`src/hdl/knn_majority_vote_classifier_unit_assert.svh`:
```
// ---------------------------------------------------------------------------
// knn assertion macros
// Shorthand for clocked assertions; expects clk and rst_n in scope.
// ---------------------------------------------------------------------------
`ifndef KNN_MAJORITY_VOTE_CLASSIFIER_UNIT_ASSERT_SVH
`define KNN_MAJORITY_VOTE_CLASSIFIER_UNIT_ASSERT_SVH

// Same-cycle implication.
`define KNN_ASSERT_IMP(lbl, ante, cons, msg) \
  lbl: assert property (@(posedge clk) disable iff (!rst_n) (ante) |-> (cons)) else $error(msg);

// Next-cycle implication.
`define KNN_ASSERT_NXT(lbl, ante, cons, msg) \
  lbl: assert property (@(posedge clk) disable iff (!rst_n) (ante) |=> (cons)) else $error(msg);

`endif

```
`src/hdl/knn_ram.sv`:
```
// ---------------------------------------------------------------------------
// knn_ram
// Simple dual-port synchronous RAM, one write and one registered read port.
// ---------------------------------------------------------------------------
module knn_ram #(
  parameter int W     = 16,
  parameter int DEPTH = 16,
  parameter int AW    = 4
) (
  input  logic          clk,
  input  logic          we,
  input  logic [AW-1:0] waddr,
  input  logic [W-1:0]  wdata,
  input  logic [AW-1:0] raddr,
  output logic [W-1:0]  rdata
);

  logic [W-1:0] mem [DEPTH];
  logic [W-1:0] rdata_r;

  always_ff @(posedge clk) begin
    if (we) begin
      mem[waddr] <= wdata;
    end
    rdata_r <= mem[raddr];
  end

  assign rdata = rdata_r;

endmodule

```
`config.mk`:
```
export PLATFORM = sky130hd
export DESIGN_NAME = knn_ram
export DESIGN_NICKNAME = d
export VERILOG_FILES = /design/src/hdl/knn_majority_vote_classifier_unit_assert.svh /design/src/hdl/knn_ram.sv
export SDC_FILE = /design/constraint.sdc
export NUM_CORES = 1
export LEC_CHECK = 0
export BUFFER_PORTS_ARGS = -buffer_cell sky130_fd_sc_hd__buf_4
export CORE_MARGIN = 8
export CORE_UTILIZATION = 25
export DETAILED_ROUTE_END_ITERATION = 10
export SLEW_MARGIN = 20
export SYNTH_ARGS = -nofsm -noshare
export SYNTH_HDL_FRONTEND = slang
export SYNTH_SLANG_ARGS = --single-unit
```
`constraint.sdc`:
```
create_clock -name clk -period 3.54 [get_ports clk]
set_clock_uncertainty 0.15 [all_clocks]
set_input_delay 0.531 -clock clk [delete_from_list [all_inputs] [get_ports clk]]
set_output_delay 0.531 -clock clk [all_outputs]
set_load 0.05 [all_outputs]
```
After elaboration in Yosys (flattened, before gate mapping)

Memory sizes are Yosys's and may differ from the RTL's. A register that Yosys moved wholly into a read port is not among the register bits.
Index checks and enable logic that the tools add are counted.
Widths: inputs -> output; s select.

Output and inout bits: 16
Memories kept: 1
Register bits: 0
Bits in writable memories: 256

Mux-type cells: 2

Memory list:

| memory | words | width | rd ports | clocked after Yosys merged registers in | write ports | RTL line      | source |
|---|---|---|---|---|---|---|---|
| mem    | 16    | 16    | 1        | 1                                       | 1           | knn_ram.sv:18 | `logic [W-1:0] mem [DEPTH];` |

Operator list:

| kind   | count |
|---|---|
| $mux 1 | 2 |

Longest topological paths before layout

Depth in word-level cells: 2
Gate-level depth with buffers: 5
Mapped depth without buffers: 3

Least setup slack after synthesis

No wires, ideal clock.

Path kind: in2reg
Start: input port waddr[2]
End: memory mem[0][0], enable pin
Setup slack: 0.804 ns
Cell stages on the path: 2
Setup time: 0.409 ns
Arrival time: 2.177 ns
Path through: or3b_2 -> nor3_1

RTL lines:

| element         | RTL line      | source |
|---|---|---|
| start, declared | knn_ram.sv:12 | `input logic [AW-1:0] waddr,` |
| end, declared   | knn_ram.sv:18 |  |

No word-level cell before the write port.

Worst setup path after layout

Start: input port waddr[2]
End: memory mem[2][13], enable pin

No word-level cell before the write port.

==> results.md <==
- Max-Cap Viols: 0
- CP required: 3.51 ns
- Hold buffers post-CTS: 0
- CP Launch Type: input pin
- Achievable Freq: 0.498 GHz
- Tcrit/Tclk final: 0.567
- Max Slew Vio Count: 0
- Grt ovf: 0
- CTS tree: done
- Yosys warns: 0
- DIE AREA: 46,800 sq um
- Setup-failing EPs final: 0
- Total negative setup slack: 0 ns
- Final Hold Slack: 0.152 ns
- Slew @ Worst Pin: 1.03 ns
- Outcome: finished clean
- Syn Inst Count: 432
- Critical path endpoint category: register
- First-pass GRT wire length: 30,800 um
- Most common cell after layout, fill and taps aside: edfxtp_1
- Clock Sinks: 272
- Vias in the first global route: 4,803
- Gr usage total: 0.0860
- Vias/cell: 4.33
- Distinct cells, synth: 19
- WL per Instance: 19.6 um
- IO buf count: 41
- Slew HR: 0.313
- Worst Path Arrival: 1.98 ns
- DR iter-0 viols: 322
- Most frequent cells in the layout: 256 x edfxtp_1, 66 x buf_4, 54 x mux4_2
- Die Wd: 216 um
- Final ANT Viol Nets: 0
- Share of cells above drive strength 1: 0.327
- Power per Cell Area: 559 nW/um^2
- Detailed placement HPWL: 12,000 um
- Max VDD drop: 0.373 mV
- Final wirelength: 20,600 um
- Crit Path Max Fanout: 16
- RSZ-0062 raised after global routing: false
- Critical-path cell list: buf_4 > or3b_2 > nor2_2
- Slowest stage delay, CP: 0.78 ns
- Net Count, Synth: 458
- FP Rows: 73
- Postcts setup bufs: 0
- Kind of critical path: in2reg
- Endpoints failing hold: 0
- Die height: 216 um
- GP Congestion: 0.685
- Clk buf depth: 3
- Num CTS Buffers: 27
- Final #Nets: 532
- Hold WC Path Type: in2reg
- Antenna violations before repair: 0
- DRC errors left: 0
- Vias: 4,552
- Reg clk slew, reported paths: 0.07 ns
- Clk_lat worst skew: 0.51 ns
- Pre-antenna DRT Iters: 4
- # resized after CTS: 0
- Root buf cell: clkbuf_16
- Crit-path slowest cell: nor2_2
- Core Region: 39,700 sq um
- Synthesis-to-finish area growth: 18.9%
- Ports: 42
- Initial Utilization: 0.253
- Avg Inst Size Synth: 23.2 sq um
- H-tree Lvls: 1
- Fin crit period: 2.01 ns
- Sequential area share after synthesis: 0.797
- #FFs+latches synth: 272
- LEAKAGE: 3.79 nW
- ANT cells: 0
- Synthesized area: 10,000 sq um
- Largest net degree at the start of global routing: 33
==> kinds of logic after synthesis <==
logic type / count (synthesis) / share of synthesized area
and+or+nand+nor: 43 / 0.0192
buffers and inverters: 21 / 0.0123
DFF: 272 / 0.797
muxes: 64 / 0.147
AOI/OAI and AO/OA: 32 / 0.0239
==> metrics by stage <==
stage	setup slack (ns)	std cells	util	total power, mW	instance area (sq um)
after CTS	1.48	1051	0.301	6.77	11900
final	1.53	1051	0.301	6.68	11900
after global routing	1.43	1051	0.301	6.91	11900
after detailed placement	0.938	1002	0.280	4.11	11100
after global placement	0.995	1002	0.280	4.10	11100
after floorplan	0.804	432	-	3.94	10000
==> final timing paths <==
| kind | slack, ns | cells after the start | end | startpoint |
|---|---|---|---|---|
| max | 1.53 | 3 | mem[2][13] | waddr[2] |
| min | 0.15 | 1 | mem[6][5] | wdata[5] |
| max reg2reg | 2.04 | 3 | rdata[3] | mem[1][3] |
| min reg2reg | 0.52 | 3 | rdata[0] | mem[12][0] |
==> per-layer routing <==
metal  vias up  share of wire  GRT usage
li1       1986              -          -
met1      2438           0.47      0.123
met2       103           0.46      0.133
met3        25          0.051     0.0187
met4         0          0.013     0.0162
met5         -              0          0
==> critical path, delay by kind of cell <==
family	cells	cell delay (ns)
buffers and inverters	1	0.12
AND/OR/NAND/NOR	2	1.32
==> registers in the layout, indices dropped and copies added, names as in the netlist <==
name   count
mem      256
rdata     16
==> where the power goes <==
group          internal, mW  switching [mW]  leakage [nW]  total (mW)
Sequential             3.60          0.0231          2.45        3.62
Clock                  1.55            1.11         0.396        2.65
Combinational         0.154           0.251         0.951       0.406
==> cells in the mapped netlist, drive strengths merged <==
cell	number	area (sq um)
edfxtp	256	7690
mux4	64	1480
a22oi	32	240
nand2	17	63.8
dfxtp	16	320
buf	13	93.8
nor2	13	48.8
clkbuf	8	30.0
nor3	4	20.0
nand2b	2	12.5
nand3b	2	15.0
nor2b	2	12.5
and2	1	6.26
nand3	1	5.00
or3b	1	8.76
==> cell type report <==
cell class	instances	area, sq um
clock buffer	44	769
sequential	272	8010
timing repair buffer	66	495
tap	525	657
multi-input combinational	139	1970
fill	3834	27800
clock inverter	5	47.5
Power figures use the tool's default switching activity.
