### config.mk
export PLATFORM = sky130hd
export DESIGN_NAME = knn_dist
export DESIGN_NICKNAME = d
export VERILOG_FILES = /design/src/hdl/knn_majority_vote_classifier_unit_assert.svh /design/src/hdl/knn_pkg.sv /design/src/hdl/knn_dist.sv
export SDC_FILE = /design/constraint.sdc
export NUM_CORES = 1
export LEC_CHECK = 0
export ABC_AREA = 1
export BUFFER_PORTS_ARGS = -buffer_cell sky130_fd_sc_hd__buf_2
export CORE_AREA = 5 5 171 189
export CTS_CLUSTER_SIZE = 8
export DETAILED_ROUTE_END_ITERATION = 10
export DIE_AREA = 0 0 176 194
export PLACE_DENSITY = 0.78
export SYNTH_ARGS = -nofsm -noshare
export SYNTH_HDL_FRONTEND = slang
export SYNTH_SLANG_ARGS = --single-unit
export TNS_END_PERCENT = 1
### constraint.sdc
create_clock -name clk -period 6 [get_ports clk]
set_input_delay 1.8 -clock clk [delete_from_list [all_inputs] [get_ports clk]]
set_output_delay 1.8 -clock clk [all_outputs]
set_load 0.03 [all_outputs]
### src/hdl/knn_majority_vote_classifier_unit_assert.svh
// ---------------------------------------------------------------------------
// knn assertion macros
// Shorthand for clocked assertions; expects clk and rst_n in scope.
// ---------------------------------------------------------------------------
`ifndef KNN_MAJORITY_VOTE_CLASSIFIER_UNIT_ASSERT_SVH
`define KNN_MAJORITY_VOTE_CLASSIFIER_UNIT_ASSERT_SVH

// Same-cycle implication.
`define KNN_ASSERT_IMP(lbl, ante, cons, msg) \
  lbl: assert property (@(posedge clk) disable iff (!rst_n) (ante) |-> (cons)) else $error(msg);

// Next-cycle implication.
`define KNN_ASSERT_NXT(lbl, ante, cons, msg) \
  lbl: assert property (@(posedge clk) disable iff (!rst_n) (ante) |=> (cons)) else $error(msg);

`endif

### src/hdl/knn_pkg.sv
// ---------------------------------------------------------------------------
// knn_pkg
// Shared types, codes and default sizes of the k-NN classifier.
// ---------------------------------------------------------------------------
package knn_pkg;

  localparam int MAX_TRAIN_DEF   = 1024;
  localparam int MAX_DIMS_DEF    = 64;
  localparam int MAX_K_DEF       = 8;
  localparam int NUM_CLASSES_DEF = 16;

  localparam logic [10:0] TRAIN_ROWS_RST = 11'd1;
  localparam logic [6:0]  DIMS_USED_RST  = 7'd64;
  localparam logic [3:0]  NEIGHBOURS_RST = 4'd5;

  localparam logic [1:0] ACT_FEATURE = 2'd0;
  localparam logic [1:0] ACT_LABEL   = 2'd1;
  localparam logic [1:0] ACT_QUERY   = 2'd2;

  localparam logic [1:0] CFG_TRAIN_ROWS = 2'd0;
  localparam logic [1:0] CFG_DIMS_USED  = 2'd1;
  localparam logic [1:0] CFG_NEIGHBOURS = 2'd2;

  typedef enum logic [2:0] {
    ST_IDLE,
    ST_SCAN,
    ST_DRAIN,
    ST_VOTE,
    ST_TALLY,
    ST_OUT
  } knn_state_t;

  // Tag that travels with each element through the distance pipeline.
  typedef struct packed {
    logic vld;
    logic first;
    logic lastd;
  } knn_tag_t;

endpackage

### src/hdl/knn_dist.sv
// ---------------------------------------------------------------------------
// knn_dist
// Squared L2 distance pipeline: difference, square, accumulate per row.
// ---------------------------------------------------------------------------
module knn_dist #(
  parameter int RW = 10,
  parameter int DW = 39
) (
  input  logic                    clk,
  input  logic                    rst_n,
  input  knn_pkg::knn_tag_t       tag_i,
  input  logic [RW-1:0]           row_i,
  input  logic signed [15:0]      train_val,
  input  logic signed [15:0]      query_val,
  output logic                    busy,
  output logic                    dist_vld,
  output logic [DW-1:0]           dist_sum,
  output logic [RW-1:0]           dist_row
);
  import knn_pkg::*;

  knn_tag_t      tag0_r, tag1_r, tag2_r;
  logic [RW-1:0] row0_r, row1_r, row2_r, dist_row_r;
  logic [15:0]   mag_r;
  logic [31:0]   sq_r;
  logic [DW-1:0] acc_r;
  logic          dist_vld_r;
  logic signed [16:0] diff;
  logic [16:0]   mag_full;

  // RAM data lines up with stage 0
  assign diff     = 17'(train_val) - 17'(query_val);
  assign mag_full = diff[16] ? 17'(-diff) : 17'(diff);

  always_ff @(posedge clk) begin
    if (!rst_n) begin
      tag0_r     <= '0;
      tag1_r     <= '0;
      tag2_r     <= '0;
      dist_vld_r <= 1'b0;
    end else begin
      tag0_r     <= tag_i;
      tag1_r     <= tag0_r;
      tag2_r     <= tag1_r;
      dist_vld_r <= tag2_r.vld && tag2_r.lastd;
    end
  end

  always_ff @(posedge clk) begin
    row0_r <= row_i;
    row1_r <= row0_r;
    row2_r <= row1_r;
    mag_r  <= mag_full[15:0];
    sq_r   <= 32'(mag_r) * 32'(mag_r);
    if (tag2_r.vld) begin
      acc_r      <= (tag2_r.first ? '0 : acc_r) + DW'(sq_r);
      dist_row_r <= row2_r;
    end
  end

  assign busy     = tag0_r.vld || tag1_r.vld || tag2_r.vld || dist_vld_r;
  assign dist_vld = dist_vld_r;
  assign dist_sum = acc_r;
  assign dist_row = dist_row_r;

endmodule

---- Word level (Yosys, flattened, before mapping) ----
Index checks and enable logic that the tools add are counted.
storage, ports and cells
  output and inout bits ................... 51
  memories ................................ 0
  input port bits ......................... 47
  memory bits (writable) .................. 0
  flip-flop bits (word level) ............. 137
  logic and storage cells ................. 27
  bits in latches ......................... 0
  bits in read-only memories .............. 0
operators by class
  multipliers ............................. 1
  equal/unequal tests ..................... 0
  multiplexer cells ....................... 2
  bitwise operators ....................... 0
  reduce and logical (&&, ||, !) cells .... 4
  shift-type cells ........................ 0
  $add $sub $neg .......................... 3
  div/mod/pow operators ................... 0
  magnitude comparators ................... 0
operators with widths
  operator                      number
  adder 39 x 32 -> 39 bit       1
  2-to-1 mux 39 bit             1
  multiplier 16 x 16 -> 32 bit  1
  subtractor 16 x 16 -> 17 bit  1
  2-to-1 mux 16 bit             1
  negator 16 bit                1
  logical OR 1 bit              3
  logical AND 1 bit             1

---- Depth between registers and ports, before layout ----
Gate-level depths: netlist of the first run.
  word-level depth ........................ 3
  depth in mapped cells ................... 27

---- Worst setup path after synthesis of the first run ----
OpenSTA, ideal clock, no wires.
  path kind ............................... register to register
  start ................................... register mag_r[11]
  end ..................................... register sq_r[28]
  data required time ...................... 5.928 ns
  setup time .............................. 0.072 ns
  arrival ................................. 5.410 ns
  setup slack ............................. 0.518 ns
  cell stages (with the launch flop) ...... 22
  path through ............................ dfxtp_1 -> clkbuf_1 -> clkbuf_1 -> nand2_1 -> fa_1 -> fa_1 -> inv_1 -> fa_1 -> fa_1 -> fa_1 -> inv_1 -> fa_1 -> inv_1 -> ha_1 -> nand2_1 -> inv_1 -> a21oi_1 -> nor2_1 -> nor2_1 -> nand3_1 -> a21oi_1 -> xor2_1
on the way
  cells in the longest elaborated chain, start to end .. 1
ends and longest elaborated chain
  what                          RTL line        RTL
  from (decl)                   knn_dist.sv:24  logic [15:0] mag_r;
  from (signal assigned)        knn_dist.sv:53  mag_r <= mag_full[15:0];
  multiplier 16 x 16 -> 32 bit  knn_dist.sv:54  sq_r <= 32'(mag_r) * 32'(mag_r);
  to (signal assigned)          knn_dist.sv:54
  to (decl)                     knn_dist.sv:25  logic [31:0] sq_r;
Every way passes these cells.
A chain may end at the register's enable or synchronous reset.

---- Worst setup path in the final report of the first run ----
  start ................................... register mag_r[3]
  end ..................................... register sq_r[23]
The elaborated chain is that of the path after synthesis.

==> impl_metrics.py, run 1 <==
metrics = {
    "critical_path": {
        "critPathSlowestCell": "dfxtp_2",
        "arrival_ns": 6.07,
        "crit_buf_inv": 4,
        "required_ns": 6.35,
        "cp-end-kind": "flop",
        "path_max_fanout": 16,
        "cp_top_family": "adder cells",
        "crit_path_max_incr_delay_ns": 0.57,
        "crit_top_cell": "fa_1",
        "worstSetupPathType": "reg -> reg",
        "cp-start-kind": "flop",
        "path_cells": "nand2_1, fa_1, fa_1, inv_1, fa_1, fa_1, fa_1, inv_1, fa_1, inv_1, ha_1, nand2_1, nor2_1, inv_1, nor3_1, nand3_1, nand3_1, xor2_1",
    },
    "detailed_routing": {
        "dr.pass1.iters": 8,
        "ant_nets": 0,
        "wire_per_inst_um": 14.2,
        "via_per_inst": 5.07,
        "drc_errors": 0,
        "drt-total-wl_um": 34000,
        "vias": 12200,
        "drt_iter0_markers": 905,
    },
    "synthesis": {
        "synth_area_mm2": 0.0148,
        "synth_seq_cells": 136,
        "synth_compound_area_share_pct": 6.56,
        "ys.warnings.count": 0,
        "synth.top_cell.area_share_pct": 22.3,
        "synth_top_area_cell": "fa_1",
        "yosys.cell_types.count": 46,
        "netlist_instances": 1911,
        "synth-simple-area-share_pct": 19.4,
        "synth.mux.area_fraction_pct": 0.0759,
        "synth_area_per_cell_um2": 7.77,
        "synth_edf_count": 49,
        "async_flop_share_pct": 0,
        "synthXorXnorAreaFrac_pct": 4.54,
        "synth_top_family_by_area": "adder cells",
        "synth_top_flop_cell": "dfxtp_1",
        "netlist_top_cells_area": "fa_1, ha_1, inv_1",
        "yosys.area_share.adder_pct": 34.9,
        "ys_seq_area_share_pct": 21.7,
        "syn-num-nets": 2273,
    },
    "clocking": {
        "cts-root-buf": "clkbuf_16",
        "path_clk_slew_ns": 0.07,
        "worstSkewPairLatency_ns": 0.43,
        "clock_path_buffers": 2,
        "cts.htree.levels": 4,
        "cts_tree": "done",
        "cts_sinks": 136,
        "cts_hold_buf": 0,
        "cts-buffers-inserted": 17,
    },
    "global_route": {
        "grt_overflow": 0,
        "antenna_found_initial": 0,
        "grt_start_max_net_pins": 51,
        "grt_pass1_vias": 12800,
        "grt_util_all_layers_pct": 20.4,
        "grt_pass1_wl_um": 58100,
    },
    "floorplanning": {
        "die-area_mm2": 0.0341,
        "initial_utilization_pct": 49.2,
        "die_y_um": 194,
        "fp-row-count": 67,
        "chipWidth_um": 176,
        "core_mm2": 0.0302,
        "ios": 98,
    },
    "sta": {
        "final_hold_viol_count": 0,
        "min_period_ns": 5.72,
        "min_period_over_period_pct": 95.4,
        "tightest_slew_ns": 0.624,
        "max_freq_ghz": 0.175,
        "tns_ns": 0,
        "final_max_slew_viol_count": 0,
        "rsz0062_at_grt": "false",
        "finalSetupViolations": 0,
        "max_slew_margin_pct": 58.4,
        "fin_skew_ns": 0.0122,
    },
    "finish": {
        "finalNetCount": 2370,
        "final_common_cell": "inv_1",
        "fillers": 2755,
        "drive_gt1_share_pct": 9.20,
        "final_cell_mix": "inv_1, nand2_1, fa_1",
        "area_growth_syn_to_layout_pct": 10.6,
        "antenna_cells": 0,
    },
    "job": {
        "drv_cap": 0,
    },
    "place": {
        "place.gp.congestion": 0.936,
        "port_buffers": 97,
        "hpwlAfterDp_um": 28500,
    },
    "status": {
        "status": "finished, final reports clean",
    },
    "min_path": {
        "hp-class": "reg -> reg",
    },
}
[metal layers]
| layer | wire, µm | part of all wire, % | up-vias | GRT usage, % |
|---|---|---|---|---|
| met3 | 1420 | 4.2 | 96 | 2.28 |
| li1 | - | - | 5988 | - |
| met4 | 1260 | 3.7 | 0 | 7.54 |
| met5 | 0 | 0 | - | 0 |
| met1 | 13900 | 41 | 5714 | 24.1 |
| met2 | 17400 | 51 | 364 | 38.0 |
[cell families after synthesis]
family,count (synthesis)
and+or+nand+nor,703
DFF,136
AOI/OAI and AO/OA,177
muxes,1
adders and majority gates,315
buffers and inverters,505
xor gates and xnor gates,74
[per-stage QoR]
step	cell area (µm²)	cells	setup slack [ns]	util [%]	hold WS [ns]
floorplan	14800	1911	0.518	-	0.310
global placement	15800	2368	0.196	52.3	0.310
detailed placement	15800	2368	0.123	52.3	0.312
CTS	16400	2400	0.106	54.3	0.327
global route	16400	2400	0.0172	54.4	0.333
finish	16400	2400	0.278	54.4	0.326
[what timing repair did]
action | CTS | global route
hold endpoints to repair | 0 | 0
buffers inserted | 0 | 0
endpoints found under the setup margin | 0 | 13
resized for setup | 0 | 8
[state kept, by name, summed over array words and instances, names as in the netlist]
| name | count |
|---|---|
| dist_sum | 39 |
| row0_r | 10 |
| dist_row | 10 |
| mag_r | 16 |
| tag1_r | 3 |
| tag2_r | 3 |
| row2_r | 10 |
| row1_r | 10 |
| tag0_r | 3 |
| sq_r | 31 |
| dist_vld | 1 |
[cell type report]
type	count	area [µm²]	share of cell area [%]
Clock buffer	19	475	2.90
Clock inverter	13	140	0.854
Multi-Input combinational cell	1270	9720	59.3
Sequential cell	136	3220	19.7
Timing Repair Buffer	113	606	3.69
Tap cell	379	474	2.89
Inverter	470	1760	10.8
[path summary, 6_finish.rpt]
kind	cells past startpoint	startpoint	slack, ns	end
setup / recovery	18	mag_r[3]	0.28	sq_r[23]
hold / removal	0	row1_r[5]	0.33	row2_r[5]
setup reg to reg	18	mag_r[3]	0.28	sq_r[23]
hold reg to reg	0	row1_r[5]	0.33	row2_r[5]
[cells in the mapped netlist (5+ instances only)]
cell type	n
inv_1	468
nand2_1	433
fa_1	165
ha_1	150
nor2_1	143
a21oi_1	93
dfxtp_1	87
nand3_1	63
edfxtp_1	49
xor2_1	48
o21ai_0	47
clkbuf_1	30
xnor2_1	24
nor3_1	21
nand4_1	10
nand2_2	9
o21bai_1	8
a21o_1	5
nor2_2	5
o21a_1	5
Power of run 1 is not shown: default switching activity piles up to over one toggle a cycle in this logic, so the estimate is an artifact.
==> run 2, diff against run 1 <==
Settings changed: PLACE_DENSITY 0.78 to 0.68.
Clock period 6 ns to 6.9 ns, I/O delays scaled along.
==> run 2 against run 1 <==
  * First-iteration DRC count down 21%
  * Hold slack worse by 0.0052 ns
  * Core utilization shrank 0.33 points
  * Largest cell class unchanged
  * Clock skew up 0.0058 ns
  * Register-to-register slack better by 0.68 ns
  * Setup slack improved by 0.68 ns
  * Via count decreased by 2.0%
  * Critical path depth grew 1
  * Flip-flop and latch count stayed put
  * Non-clock buffer count is 13 lower
==> impl_metrics.py, run 2 (synthesized netlist as in run 1, its figures left out) <==
metrics = {
    "status": {
        "status": "finished, final reports clean",
    },
    "finish": {
        "finalNetCount": 2357,
        "fillers": 2880,
        "largest_reg_flops": 39,
        "final_common_cell": "inv_1",
        "drive_gt1_share_pct": 8.22,
        "antenna_cells": 0,
        "fin_util_pct": 54.0,
        "final_cell_mix": "inv_1, nand2_1, fa_1",
        "area_growth_syn_to_layout_pct": 9.89,
    },
    "detailed_routing": {
        "drc_errors": 0,
        "drt-total-wl_um": 33300,
        "dr.pass1.iters": 7,
        "wl_met1_um": 13900,
        "highest_layer": "met4",
        "wl_met2_um": 17200,
        "vias": 11900,
        "via_per_inst": 4.99,
        "drt_iter0_markers": 713,
        "dr_wl_met3_um": 1360,
        "wire_per_inst_um": 14.0,
        "ant_nets": 0,
    },
    "floorplanning": {
        "chipWidth_um": 176,
        "initial_utilization_pct": 49.2,
        "core_mm2": 0.0302,
        "die-area_mm2": 0.0341,
        "fp-row-count": 67,
        "die_y_um": 194,
        "ios": 98,
    },
    "critical_path": {
        "cp-end-kind": "flop",
        "reg2reg_depth": 19,
        "cp-start-kind": "flop",
        "required_ns": 7.25,
        "worstSetupPathType": "reg -> reg",
        "path_max_fanout": 16,
        "arrival_ns": 6.29,
    },
    "clocking": {
        "cts_tree": "done",
        "cts_hold_buf": 0,
        "cts_sinks": 136,
        "cts_resized": 0,
        "cts_setup_buffers": 0,
        "cts-buffers-inserted": 17,
        "cts-root-buf": "clkbuf_16",
        "clock_path_buffers": 2,
        "cts.htree.levels": 4,
        "worstSkewPairLatency_ns": 0.43,
        "path_clk_slew_ns": 0.08,
    },
    "sta": {
        "final_max_slew_viol_count": 0,
        "final_hold_viol_count": 0,
        "fin_skew_ns": 0.0180,
        "tns_ns": 0,
        "max_freq_ghz": 0.168,
        "tightest_slew_ns": 0.718,
        "finalSetupViolations": 0,
        "min_period_ns": 5.95,
        "min_period_over_period_pct": 86.2,
        "rsz0062_at_grt": "false",
        "max_slew_margin_pct": 52.1,
    },
    "place": {
        "port_buffers": 97,
        "hpwlAfterDp_um": 28200,
        "place.gp.congestion": 0.940,
    },
    "job": {
        "drv_cap": 0,
    },
    "global_route": {
        "grt_pass1_wl_um": 57000,
        "grt_pass1_vias": 12300,
        "grt_start_max_net_pins": 51,
        "antenna_found_initial": 0,
        "grt_util_all_layers_pct": 20.2,
        "grt_overflow": 0,
    },
    "min_path": {
        "hp-class": "reg -> reg",
        "min_path_cells": 0,
    },
}
[run 2: per-stage QoR]
stage                     instance area [µm²]  worst slack (ns)  hold WS [ns]  cells
after floorplan                         14800              1.42         0.310   1911
after global placement                  15700              1.05         0.310   2355
after detailed placement                15700             0.994         0.312   2355
after CTS                               16300             0.961         0.325   2387
after global routing                    16300             0.609         0.328   2387
final                                   16300             0.953         0.320   2387
[run 2: path summary, 6_finish.rpt]
check	start	endpoint	slack, ns
hold reg to reg	row0_r[5]	row1_r[5]	0.32
hold / removal	row0_r[5]	row1_r[5]	0.32
setup / recovery	mag_r[3]	sq_r[28]	0.95
setup reg to reg	mag_r[3]	sq_r[28]	0.95
[run 2: final cells by class]
class	count	area (µm²)	area share (%)
Clock buffer	17	425	2.61
Clock inverter	15	199	1.22
Tap cell	379	474	2.91
Timing Repair Buffer	100	508	3.11
Inverter	470	1760	10.8
Sequential cell	136	3210	19.7
Multi-Input combinational cell	1270	9720	59.6
[run 2: critical path, cell delays in order, from the launching register on]
cell     delay (ns)
dfxtp_1        0.77
nand2_1        0.24
fa_1           0.56
fa_1           0.55
inv_1          0.06
fa_1           0.49
fa_1           0.52
fa_1           0.54
inv_1          0.05
fa_1           0.52
inv_1          0.04
ha_1           0.36
nand2_1        0.11
inv_1          0.07
a21oi_1        0.24
nor2_1         0.07
nor2_1         0.10
nand3_1        0.20
a21oi_1        0.22
xor2_1         0.15
[run 2: layer usage]
metal  global-route usage [%]  vias up
li1                         -     5960
met1                     24.4     5591
met2                     37.6      310
met3                     2.42       59
met4                     5.66        0
met5                        0        -
Power of run 2 is left out for the same reason.
