**src/hdl/knn_majority_vote_classifier_unit_assert.svh**
```systemverilog
// ---------------------------------------------------------------------------
// knn assertion macros
// Shorthand for clocked assertions; expects clk and rst_n in scope.
// ---------------------------------------------------------------------------
`ifndef KNN_MAJORITY_VOTE_CLASSIFIER_UNIT_ASSERT_SVH
`define KNN_MAJORITY_VOTE_CLASSIFIER_UNIT_ASSERT_SVH

// Same-cycle implication.
`define KNN_ASSERT_IMP(lbl, ante, cons, msg) \
  lbl: assert property (@(posedge clk) disable iff (!rst_n) (ante) |-> (cons)) else $error(msg);

// Next-cycle implication.
`define KNN_ASSERT_NXT(lbl, ante, cons, msg) \
  lbl: assert property (@(posedge clk) disable iff (!rst_n) (ante) |=> (cons)) else $error(msg);

`endif

```
**src/hdl/knn_topk.sv**
```systemverilog
// ---------------------------------------------------------------------------
// knn_topk
// Sorted list of the k nearest rows, one insertion per cycle.
// ---------------------------------------------------------------------------
module knn_topk #(
  parameter int MAX_K = 8,
  parameter int RW    = 10,
  parameter int DW    = 39,
  parameter int KCW   = 4,
  parameter int KIW   = 3
) (
  input  logic           clk,
  input  logic           rst_n,
  input  logic           clear,
  input  logic           upd,
  input  logic [DW-1:0]  new_dist,
  input  logic [RW-1:0]  row,
  input  logic [KCW-1:0] voters,
  input  logic [KIW-1:0] rd_idx,
  output logic [RW-1:0]  rd_row
);

  logic [DW-1:0] best_d_r   [MAX_K];
  logic [RW-1:0] best_row_r [MAX_K];
  logic [DW-1:0] best_d_nxt   [MAX_K];
  logic [RW-1:0] best_row_nxt [MAX_K];
  logic [MAX_K-1:0] lt;

  // strict compare keeps the lower row on a tie
  always_comb begin
    for (int i = 0; i < MAX_K; i++) begin
      lt[i] = (32'(i) < 32'(voters)) && (new_dist < best_d_r[i]);
    end
  end

  for (genvar i = 0; i < MAX_K; i++) begin : g_slot
    logic lt_prev;
    if (i == 0) begin : g_head
      assign lt_prev = 1'b0;
    end else begin : g_tail
      assign lt_prev = lt[i-1];
    end
    always_comb begin
      best_d_nxt[i]   = best_d_r[i];
      best_row_nxt[i] = best_row_r[i];
      if (lt[i] && !lt_prev) begin
        best_d_nxt[i]   = new_dist;
        best_row_nxt[i] = row;
      end else if (lt[i]) begin
        if (i > 0) begin
          best_d_nxt[i]   = best_d_r[(i > 0) ? i-1 : 0];
          best_row_nxt[i] = best_row_r[(i > 0) ? i-1 : 0];
        end
      end
    end
  end

  always_ff @(posedge clk) begin
    if (!rst_n || clear) begin
      for (int i = 0; i < MAX_K; i++) begin
        best_d_r[i]   <= '1;
        best_row_r[i] <= '0;
      end
    end else if (upd) begin
      for (int i = 0; i < MAX_K; i++) begin
        best_d_r[i]   <= best_d_nxt[i];
        best_row_r[i] <= best_row_nxt[i];
      end
    end
  end

  assign rd_row = best_row_r[rd_idx];

endmodule

```
**config.mk**
```make
export PLATFORM = sky130hd
export DESIGN_NAME = knn_topk
export DESIGN_NICKNAME = d
export VERILOG_FILES = /design/src/hdl/knn_majority_vote_classifier_unit_assert.svh /design/src/hdl/knn_topk.sv
export SDC_FILE = /design/constraint.sdc
export NUM_CORES = 1
export LEC_CHECK = 0
export BUFFER_PORTS_ARGS = -buffer_cell sky130_fd_sc_hd__buf_4
export CAP_MARGIN = 30
export CORE_AREA = 2 2 218 220
export DETAILED_ROUTE_END_ITERATION = 8
export DIE_AREA = 0 0 220 222
export HOLD_SLACK_MARGIN = 0.1
export PLACE_DENSITY = 0.77
export SYNTH_ARGS = -nofsm -noshare
export SYNTH_HDL_FRONTEND = slang
export SYNTH_SLANG_ARGS = --single-unit
export TNS_END_PERCENT = 50
```
**constraint.sdc**
```tcl
create_clock -name clk -period 9.5 [get_ports clk]
set_input_delay 1.9 -clock clk [delete_from_list [all_inputs] [get_ports clk]]
set_output_delay 1.9 -clock clk [all_outputs]
set_load 0.01 [all_outputs]
```
Word level (Yosys, flattened, before mapping):

Memories as Yosys holds them, arrays and structs flattened.
Cells that the tools add are included.

* $add $sub $neg: 0
* multiply operators: 0
* div/mod/pow operators: 0
* order comparisons: 16
* equal/unequal tests: 1
* shift operators: 0
* mux-type cells: 51
* bitwise gates (word level): 16
* reductions and logical operators: 25

Operators with widths (number)
* $mux 39: 23
* $lt 39x39->1: 8
* $mux 10: 23
* $lt 3x4->1 const A: 4
* $or 1x1->1: 16
* $logic_and 1x1->1: 15
* $logic_not 1->1: 8
* $lt 1x4->1 const A: 2
* $lt 2x4->1 const A: 2
* $mux 1: 5
* $ne 2x2->1 const B: 1
* $reduce_and 2->1: 1
* $logic_or 1x1->1: 1

* bits in registers: 0
* latch bits: 0
* bits in writable memories: 392
* memory bits (read-only): 0
* input port bits: 60
* word-level logic and storage cells: 111
* memories: 2

Memory list
* best_d_r: depth 8, bits a word 39, rd ports 8, clocked after memory_dff 0, write ports 8, RTL line knn_topk.sv:23 `logic [DW-1:0] best_d_r [MAX_K];`
* best_row_r: depth 8, bits a word 10, rd ports 8, clocked after memory_dff 0, write ports 8, RTL line knn_topk.sv:24 `logic [RW-1:0] best_row_r [MAX_K];`

Longest topological paths before layout:

Gate-level depths: netlist of run 1.
An unclocked memory read counts as a cell.

* depth in word-level cells: 8
* gate-level depth with buffers: 13

Worst setup path after synthesis of run 1:

No wires, ideal clock.

* path kind: input-to-reg
* from: input port new_dist[5]
* to: memory best_d_r[5][0] (netlist: best_d_r[1][39]) (enable)
* setup time: 523 ps
* arrival time: 6766 ps
* required time: 8977 ps
* slack: 2210 ps
* stages on the path: 9
* buffers on the path: 1
* cells stage by stage: ha_1 a211o_1 a31oi_1 o21ai_1 a21oi_1 o31a_1 o21ai_1 clkbuf_1 o21ai_0

RTL lines
* start, declared: RTL line knn_topk.sv:16 `input logic [DW-1:0] new_dist,`
* end, declared: RTL line knn_topk.sv:23

==> impl_results.md, run 1 <==
* DRT iter0 DRCs at 2082
* Clock Tree Root: clkbuf_16
* Die Span Y at between 200 and 250 um
* WL final at just under 70000 um
* Total power at 0.00409 W
* IO Pins at 70
* Setup Buffers After CTS at 0
* H-tree Lvls at 2
* Slew @ Worst Pin at 0.923 ns
* Grt ovf at 0
* GRT Util Overall at 0.279
* Clk_lat worst skew at ~0.56 ns
* Peak supply drop at approximately 0.00014 V
* CP most frequent cell: buf_4
* R2r setup slk at a little over 5 ns
* CTS tree: built
* Worst path cell trace: buf_4 > ha_1 > nand4_1 > or2_2 > nor4_2 > o311a_1 > a211oi_2 > nor2_4 > buf_4 > mux2i_1 > nand2_1
* Final-stage net count at 2840
* Antenna-violating nets left at 0
* Placed Cells at 3039
* CP startpoint kind: input port
* Worst hold endpoint: best_d_r[1][3]$_SDFFCE_PN1P_
* Final Hold Vio Count at 0
* HPWL Detailed at 47300 um
* Gpl congestion at 0.946
* Synthesized instance count at 2448
* Synth unique cells at 58
* Worst hold path class: flop to flop
* Required @ worst endpoint at around 10 ns
* Synthesis-to-finish area growth at 9.87%
* R2R depth at 11
* N_diodes at 0
* Fill count at 3680
* Placed cell area at 26500 sq um
* Seq/Total Area, Yosys at 0.464
* Final instance area at between 20000 and 30000 sq um
* Die width at 220 um
* Critical path type: input port to flop
* DR WL met2 at 31700 um
* #FFs+latches synth at 392
* Metal3 WL at 6170 um
* M1 WL at 27300 um
* RR Endpoint: best_d_r[0][109]$_SDFFCE_PN1P_
* Pwr/cell area at 147 nW/um^2
* Avg Inst Size Synth at 10.4 sq um
* Ratio of cells with drive above 1 in the final layout at 0.0858
* Hold-fix buffer count after cts at 0
* Synth async-reset ratio at 0
* Rel. slew slack at 0.368
* EDFF count, synth at approximately 390
* # Max-Cap Violations at 0
* Synthesized area at 25400 sq um
* WHS at 0.565 ns
* Port buffer count at 69
* Top Metal Used: met4
* CP peak stage delay at roughly 0.73 ns
* Final Skew at 0.0165 ns
* Critical Path Sink Type: flop
* Pre-antenna DRT Iters at 7
* Clock sink count at 392
* CTS buffer count at 42
* Worst Hold Depth at 2
* Pins Over Slew Limit at 0
* Net count after synthesis at roughly 2.8k
* Die area at between 40000 and 50000 sq um
* Post-CTS Resized at 0
* Largest net degree at the start of global routing at 81
* Avg WL per Cell at about 22 um
* # rows at 79
* Commonest non-fill, non-tap cell in the layout: edfxtp_1
* DRC at 0
* CP max FO at 43
* DR vias/cell at roughly 6.2
* Via Count at 19.3k
* Run status: completed
* RSZ-0062 raised after global routing: no
* Clock transition at path regs at 0.06 ns
* Post-route insts no fill at 3114
* Commonest cells after routing, fill and taps aside: edfxtp_1, inv_1, ha_1
* Commonest register cell after synthesis: edfxtp_1
* First-pass GRT wire length at 106000 um
* Crit-path slowest cell: buf_4
* Worst Path Arrival at 5.75 ns
* Leakage at 13.2 nW
* Crit path time final at 5.48 ns
* Max Fclk at 182 MHz
* Vias in the first global route at 19.2k
* FF-to-FF Start: best_d_r[0][77]$_SDFFCE_PN1P_
* Final setup vio count at 0
* Crit share post-route at 0.577
* Initial core utilization at 0.549
* Sum Neg Setup Slack at 0 ns
* Hold_sp: best_d_r[0][120]$_SDFFCE_PN1P_
* Max Buffers Root-to-Sink at 3
* Synth warn at 0
* Initial antenna violation count at 0
* Core area at 46300 sq um
-- cell type report --
class / count / area, sq um / share of cell area
inverter: 323 / 1210 / 0.0435
clock buffer: 49 / 1140 / 0.0409
sequential: 392 / 11800 / 0.422
clock inverter: 26 / 223 / 0.00799
multi-input combinational: 1619 / 12000 / 0.431
timing repair buffer: 98 / 768 / 0.0276
tap: 607 / 759 / 0.0272
-- registers in the layout (all words and copies together), names as in the netlist --
name        cells
best_d_r      312
best_row_r     80
-- worst max-delay path: cells and delay by family --
family	cells	cell delay, ns
AND/OR/NAND/NOR	5	1.81
buffers and inverters	2	0.90
AO/OA/AOI/OAI	2	0.46
adder cells (fa/ha/maj)	1	0.33
multiplexers	1	0.30
-- layer usage --
metal / global-route usage / up-vias
met1: 0.378 / 9345
met4: 0.106 / 0
met2: 0.445 / 875
met5: 0 / -
li1: - / 8913
met3: 0.0494 / 171
-- worst max-delay path by stage --
stage,startpoint,endpoint,slack [ns],depth (start not counted)
final,new_dist[38],best_d_r[0][109]$_SDFFCE_PN1P_,4.02,11
after global routing,new_dist[32],best_d_r[1][91]$_SDFFCE_PP1P_,3.84,10
after CTS,new_dist[32],best_d_r[1][91]$_SDFFCE_PP1P_,4.03,10
after detailed placement,new_dist[32],best_d_r[1][91]$_SDFFCE_PP1P_,3.53,10
after global placement,new_dist[26],best_d_r[1][41]$_SDFFCE_PN1P_,3.47,10
after floorplan,new_dist[5],best_d_r[1][39]$_SDFFCE_PN1P_,2.21,9
-- Yosys cell counts, types with 35 or more instances --
library cell | count | area (sq um)
a31oi_1 | 121 | 757
nor3_1 | 49 | 245
nand3_1 | 35 | 175
a21o_1 | 49 | 368
ha_1 | 304 | 3800
o21ai_0 | 67 | 335
edfxtp_1 | 392 | 11800
mux2i_1 | 185 | 1850
clkbuf_1 | 73 | 274
nand4_1 | 51 | 319
a21oi_1 | 108 | 541
or3_1 | 41 | 257
inv_1 | 322 | 1210
nor2_1 | 224 | 841
nand2_1 | 225 | 845
-- where the power goes --
| part | total [W] | switching (W) | internal (W) |
|---|---|---|---|
| combinational | 0.000457 | 0.000308 | 0.000149 |
| sequential | 0.00197 | 0.0000193 | 0.00195 |
| clock | 0.00167 | 0.000706 | 0.000963 |
-- per-stage QoR --
step / util / setup WS (ns)
global placement: 0.572 / 3.47
detailed placement: 0.573 / 3.53
finish: 0.603 / 4.02
CTS: 0.603 / 4.03
global route: 0.603 / 3.84
floorplan: - / 2.21
-- cell families after synthesis --
logic type | share of synthesized area
flops | 0.464
mux | 0.0952
buf+inv | 0.0687
compound gates | 0.105
fa+ha+maj | 0.150
simple gates | 0.117
Power figures use the tool's default switching activity.
==> inputs of run 2 (changes only) <==
--- a/config.mk
+++ b/config.mk
@@ -5,13 +5,14 @@
 export SDC_FILE = /design/constraint.sdc
 export NUM_CORES = 1
 export LEC_CHECK = 0
+export ABC_AREA = 1
 export BUFFER_PORTS_ARGS = -buffer_cell sky130_fd_sc_hd__buf_4
 export CAP_MARGIN = 30
-export CORE_AREA = 2 2 218 220
+export CORE_AREA = 2 2 227 229
 export DETAILED_ROUTE_END_ITERATION = 8
-export DIE_AREA = 0 0 220 222
+export DIE_AREA = 0 0 229 231
 export HOLD_SLACK_MARGIN = 0.1
-export PLACE_DENSITY = 0.77
+export PLACE_DENSITY = 0.8
 export SYNTH_ARGS = -nofsm -noshare
 export SYNTH_HDL_FRONTEND = slang
 export SYNTH_SLANG_ARGS = --single-unit
==> constraint.sdc (replaced) <==
create_clock -name clk -period 4.4 [get_ports clk]
set_input_delay 0.88 -clock clk [delete_from_list [all_inputs] [get_ports clk]]
set_output_delay 0.88 -clock clk [all_outputs]
set_load 0.01 [all_outputs]
==> run 2 against run 1 <==
  * Combinational power grew to 3.0 times the previous value
  * Critical path depth shrank 4
  * Count of clock-buffer cells in the layout is 3 higher
  * First-iteration DRC count rose by 16%
  * Via count is 21% higher
  * Final area up 7.5%
  * Non-clock buffer count grew 35
  * Sequential power grew 120%
  * Final cell count increased by 33%
  * Global-route usage decreased by 1.3 points
  * Sequential share of layout area fell by 3.0 points
  * Clock power increased by 120%
  * Critical path type is now input port to output pin
==> impl_results.md, run 2 <==
* Commonest register cell after synthesis: edfxtp_1
* Seq/Total Area, Yosys at 0.430
* DRT iter0 DRCs at 2421
* GRT Util Overall at 0.266
* Hold-fix buffer count after cts at 0
* Worst hold path class: flop to flop
* Leakage at ~16 nW
* Largest net degree at the start of global routing at 129
* Grt ovf at 0
* Pwr/cell area at 314 nW/um^2
* Final Hold Vio Count at 0
* Commonest cells after routing, fill and taps aside: nand2_1, nand3_1, inv_1
* IO Pins at 70
* Initial core utilization at 0.541
* Die Span Y at approximately 230 um
* WL final at 70600 um
* Count leader, synth: nand2_1
* CP most frequent cell: buf_4
* N_diodes at 0
* Pre-antenna DRT Iters at 5
* EDFF count, synth at 392
* Net count after synthesis at 3804
* Via Count at 23.3k
* Max Buffers Root-to-Sink at 3
* # rows at between 80 and 90
* Run status: completed
* Ratio of cells with drive above 1 in the final layout at 0.0745
* Antenna-violating nets left at 0
* Placed Cells at about 4.1k
* Largest cells by area after synthesis: edfxtp_1, ha_1, nand3_1, nand2_1, inv_1
* Commonest non-fill, non-tap cell in the layout: nand2_1
* CTS buffer count at 45
* Rel. slew slack at 0.350
* Worst path cell trace: buf_4 > inv_1 > o21ai_0 > o22ai_1 > nor2_1 > a31oi_1 > buf_4
* Required @ worst endpoint at 3.52 ns
* Critical path's top delay family: buffers and inverters
* Synthesis-to-finish area growth at 9.41%
* Post-route insts no fill at 4131
* CP max FO at 21
* Synth async-reset ratio at 0
* # Max-Cap Violations at 0
* Max FFs per register at 312
* Crit path time final at 3.53 ns
* Total power at 0.00941 W
* Synth top area share at 0.430
* Register area at 11800 sq um
* Final Skew at 0.0314 ns
* #FFs+latches synth at ~390
* Synth warn at 0
* RSZ-0062 raised after global routing: no
* DR vias/cell at 5.63
* Pins Over Slew Limit at 0
* Biggest register: best_d_r
* Clock transition at path regs at about 0.060 ns
* Post-CTS Resized at 0
* HPWL Detailed at 48800 um
* Most frequent cells after synthesis: nand2_1, nand3_1, inv_1
* H-tree Lvls at 2
* Vias in the first global route at 22.3k
* Critical Path Sink Type: output pin
* Dpl ws at 0.755 ns
* Area occupied by multi-input gates at 13100 sq um
* Final-stage net count at 3784
* Peak supply drop at 0.000229 V
* Final setup vio count at 0
* CP startpoint kind: input port
* CTS tree: built
* Setup ws final at roughly 0.87 ns
* Avg WL per Cell at 17.1 um
* Top Registers: best_d_r (312), best_row_r (80)
* Max Fclk at 284 MHz
* Clock sink count at 392
* Clock Tree Root: clkbuf_16
* Synth area leader: edfxtp_1
* Initial antenna violation count at 0
* Synthesized instance count at 3440
* Clk_lat worst skew at around 0.6 ns
* Setup Buffers After CTS at 0
* Fill count at 4430
* Avg Inst Size Synth at 7.96 sq um
* Port buffer count at between 60 and 70
* Worst Path Arrival at 2.65 ns
* CP peak stage delay at about 0.50 ns
* First-pass GRT wire length at 113000 um
* Buffer and inverter count on the worst path at 3
* Synth unique cells at 29
* Synthesized area at 27400 sq um
* Core area at about 51000 sq um
* Slew @ Worst Pin at roughly 0.97 ns
* Crit share post-route at 0.801
* Gpl congestion at 0.928
* Die area at 52900 sq um
* Crit-path slowest cell: inv_1
* DRC at 0
* Die width at 229 um
* Critical path type: input port to output pin
-- run 2: cell types whose count changed after synthesis, sizes merged, moves of 49 or more --
cell,before,now
nand2,225,814
mux2i,185,0
clkbuf,73,132
inv,322,461
a31oi,122,10
nor2,225,339
nand3,36,647
nor3,49,0
-- run 2: path summary, 6_finish.rpt --
| path | endpoint | depth (start not counted) | slack, ns | from |
|---|---|---|---|---|
| max reg2reg | best_d_r[1][104]$_SDFFCE_PP1P_ | 10 | 1.37 | best_d_r[1][112]$_SDFFCE_PP1P_ |
| max | rd_row[0] | 7 | 0.87 | rd_idx[1] |
| min reg2reg | best_d_r[1][143]$_SDFFCE_PP1P_ | 2 | 0.53 | best_d_r[1][104]$_SDFFCE_PP1P_ |
| min | best_d_r[1][143]$_SDFFCE_PP1P_ | 2 | 0.53 | best_d_r[1][104]$_SDFFCE_PP1P_ |
-- run 2: area by class of cell --
class	instances	area share
clock inverter	26	0.00810
clock buffer	52	0.0384
tap	680	0.0284
timing repair buffer	133	0.0362
multi-input combinational	2387	0.438
inverter	461	0.0581
sequential	392	0.393
-- run 2: cell families (layout without fill, tap and decap cells) --
| group | Yosys count | in the layout | synth area share |
|---|---|---|---|
| AO/OA/AOI/OAI | 234 | 234 | 0.0468 |
| adder cells (fa/ha/maj) | 304 | 304 | 0.139 |
| buffers and inverters | 661 | 672 | 0.0954 |
| flip-flops | 392 | 392 | 0.430 |
| AND/OR/NAND/NOR | 1849 | 1849 | 0.289 |
-- run 2: layer usage --
layer | up-vias | GRT usage | part of all wire
met2 | 992 | 0.458 | 0.48
li1 | 11314 | - | -
met5 | - | 0 | 0
met4 | 0 | 0.118 | 0.040
met1 | 10783 | 0.334 | 0.40
met3 | 182 | 0.0342 | 0.083
-- run 2: power by group --
group | leakage (nW) | switching (W) | internal, W
logic | 11.8 | 0.000969 | 0.000418
registers | 3.36 | 0.0000547 | 0.00424
clock network | 0.679 | 0.00158 | 0.00215
total | 15.8 | 0.00261 | 0.00681
-- run 2: metrics by stage --
| step | utilization | hold WS [ns] | setup TNS (ns) | area (sq um) |
|---|---|---|---|---|
| floorplan | - | 0.524 | -40.54 | 27400 |
| global placement | 0.564 | 0.531 | 0 | 28600 |
| detailed placement | 0.564 | 0.535 | 0 | 28600 |
| CTS | 0.592 | 0.531 | 0 | 30000 |
| global route | 0.592 | 0.561 | 0 | 30000 |
| finish | 0.592 | 0.533 | 0 | 30000 |
-- run 2: worst register-to-register path, stage by stage (launching register included) --
cell and delay (ns):
edfxtp_1 0.38, inv_1 0.07, ha_1 0.23, a21oi_1 0.20, a21boi_0 0.11, nor2_1 0.35, nand2_1 0.09, nor2_1 0.14
nand2_2 0.30, o21ai_4 0.25, buf_4 0.51
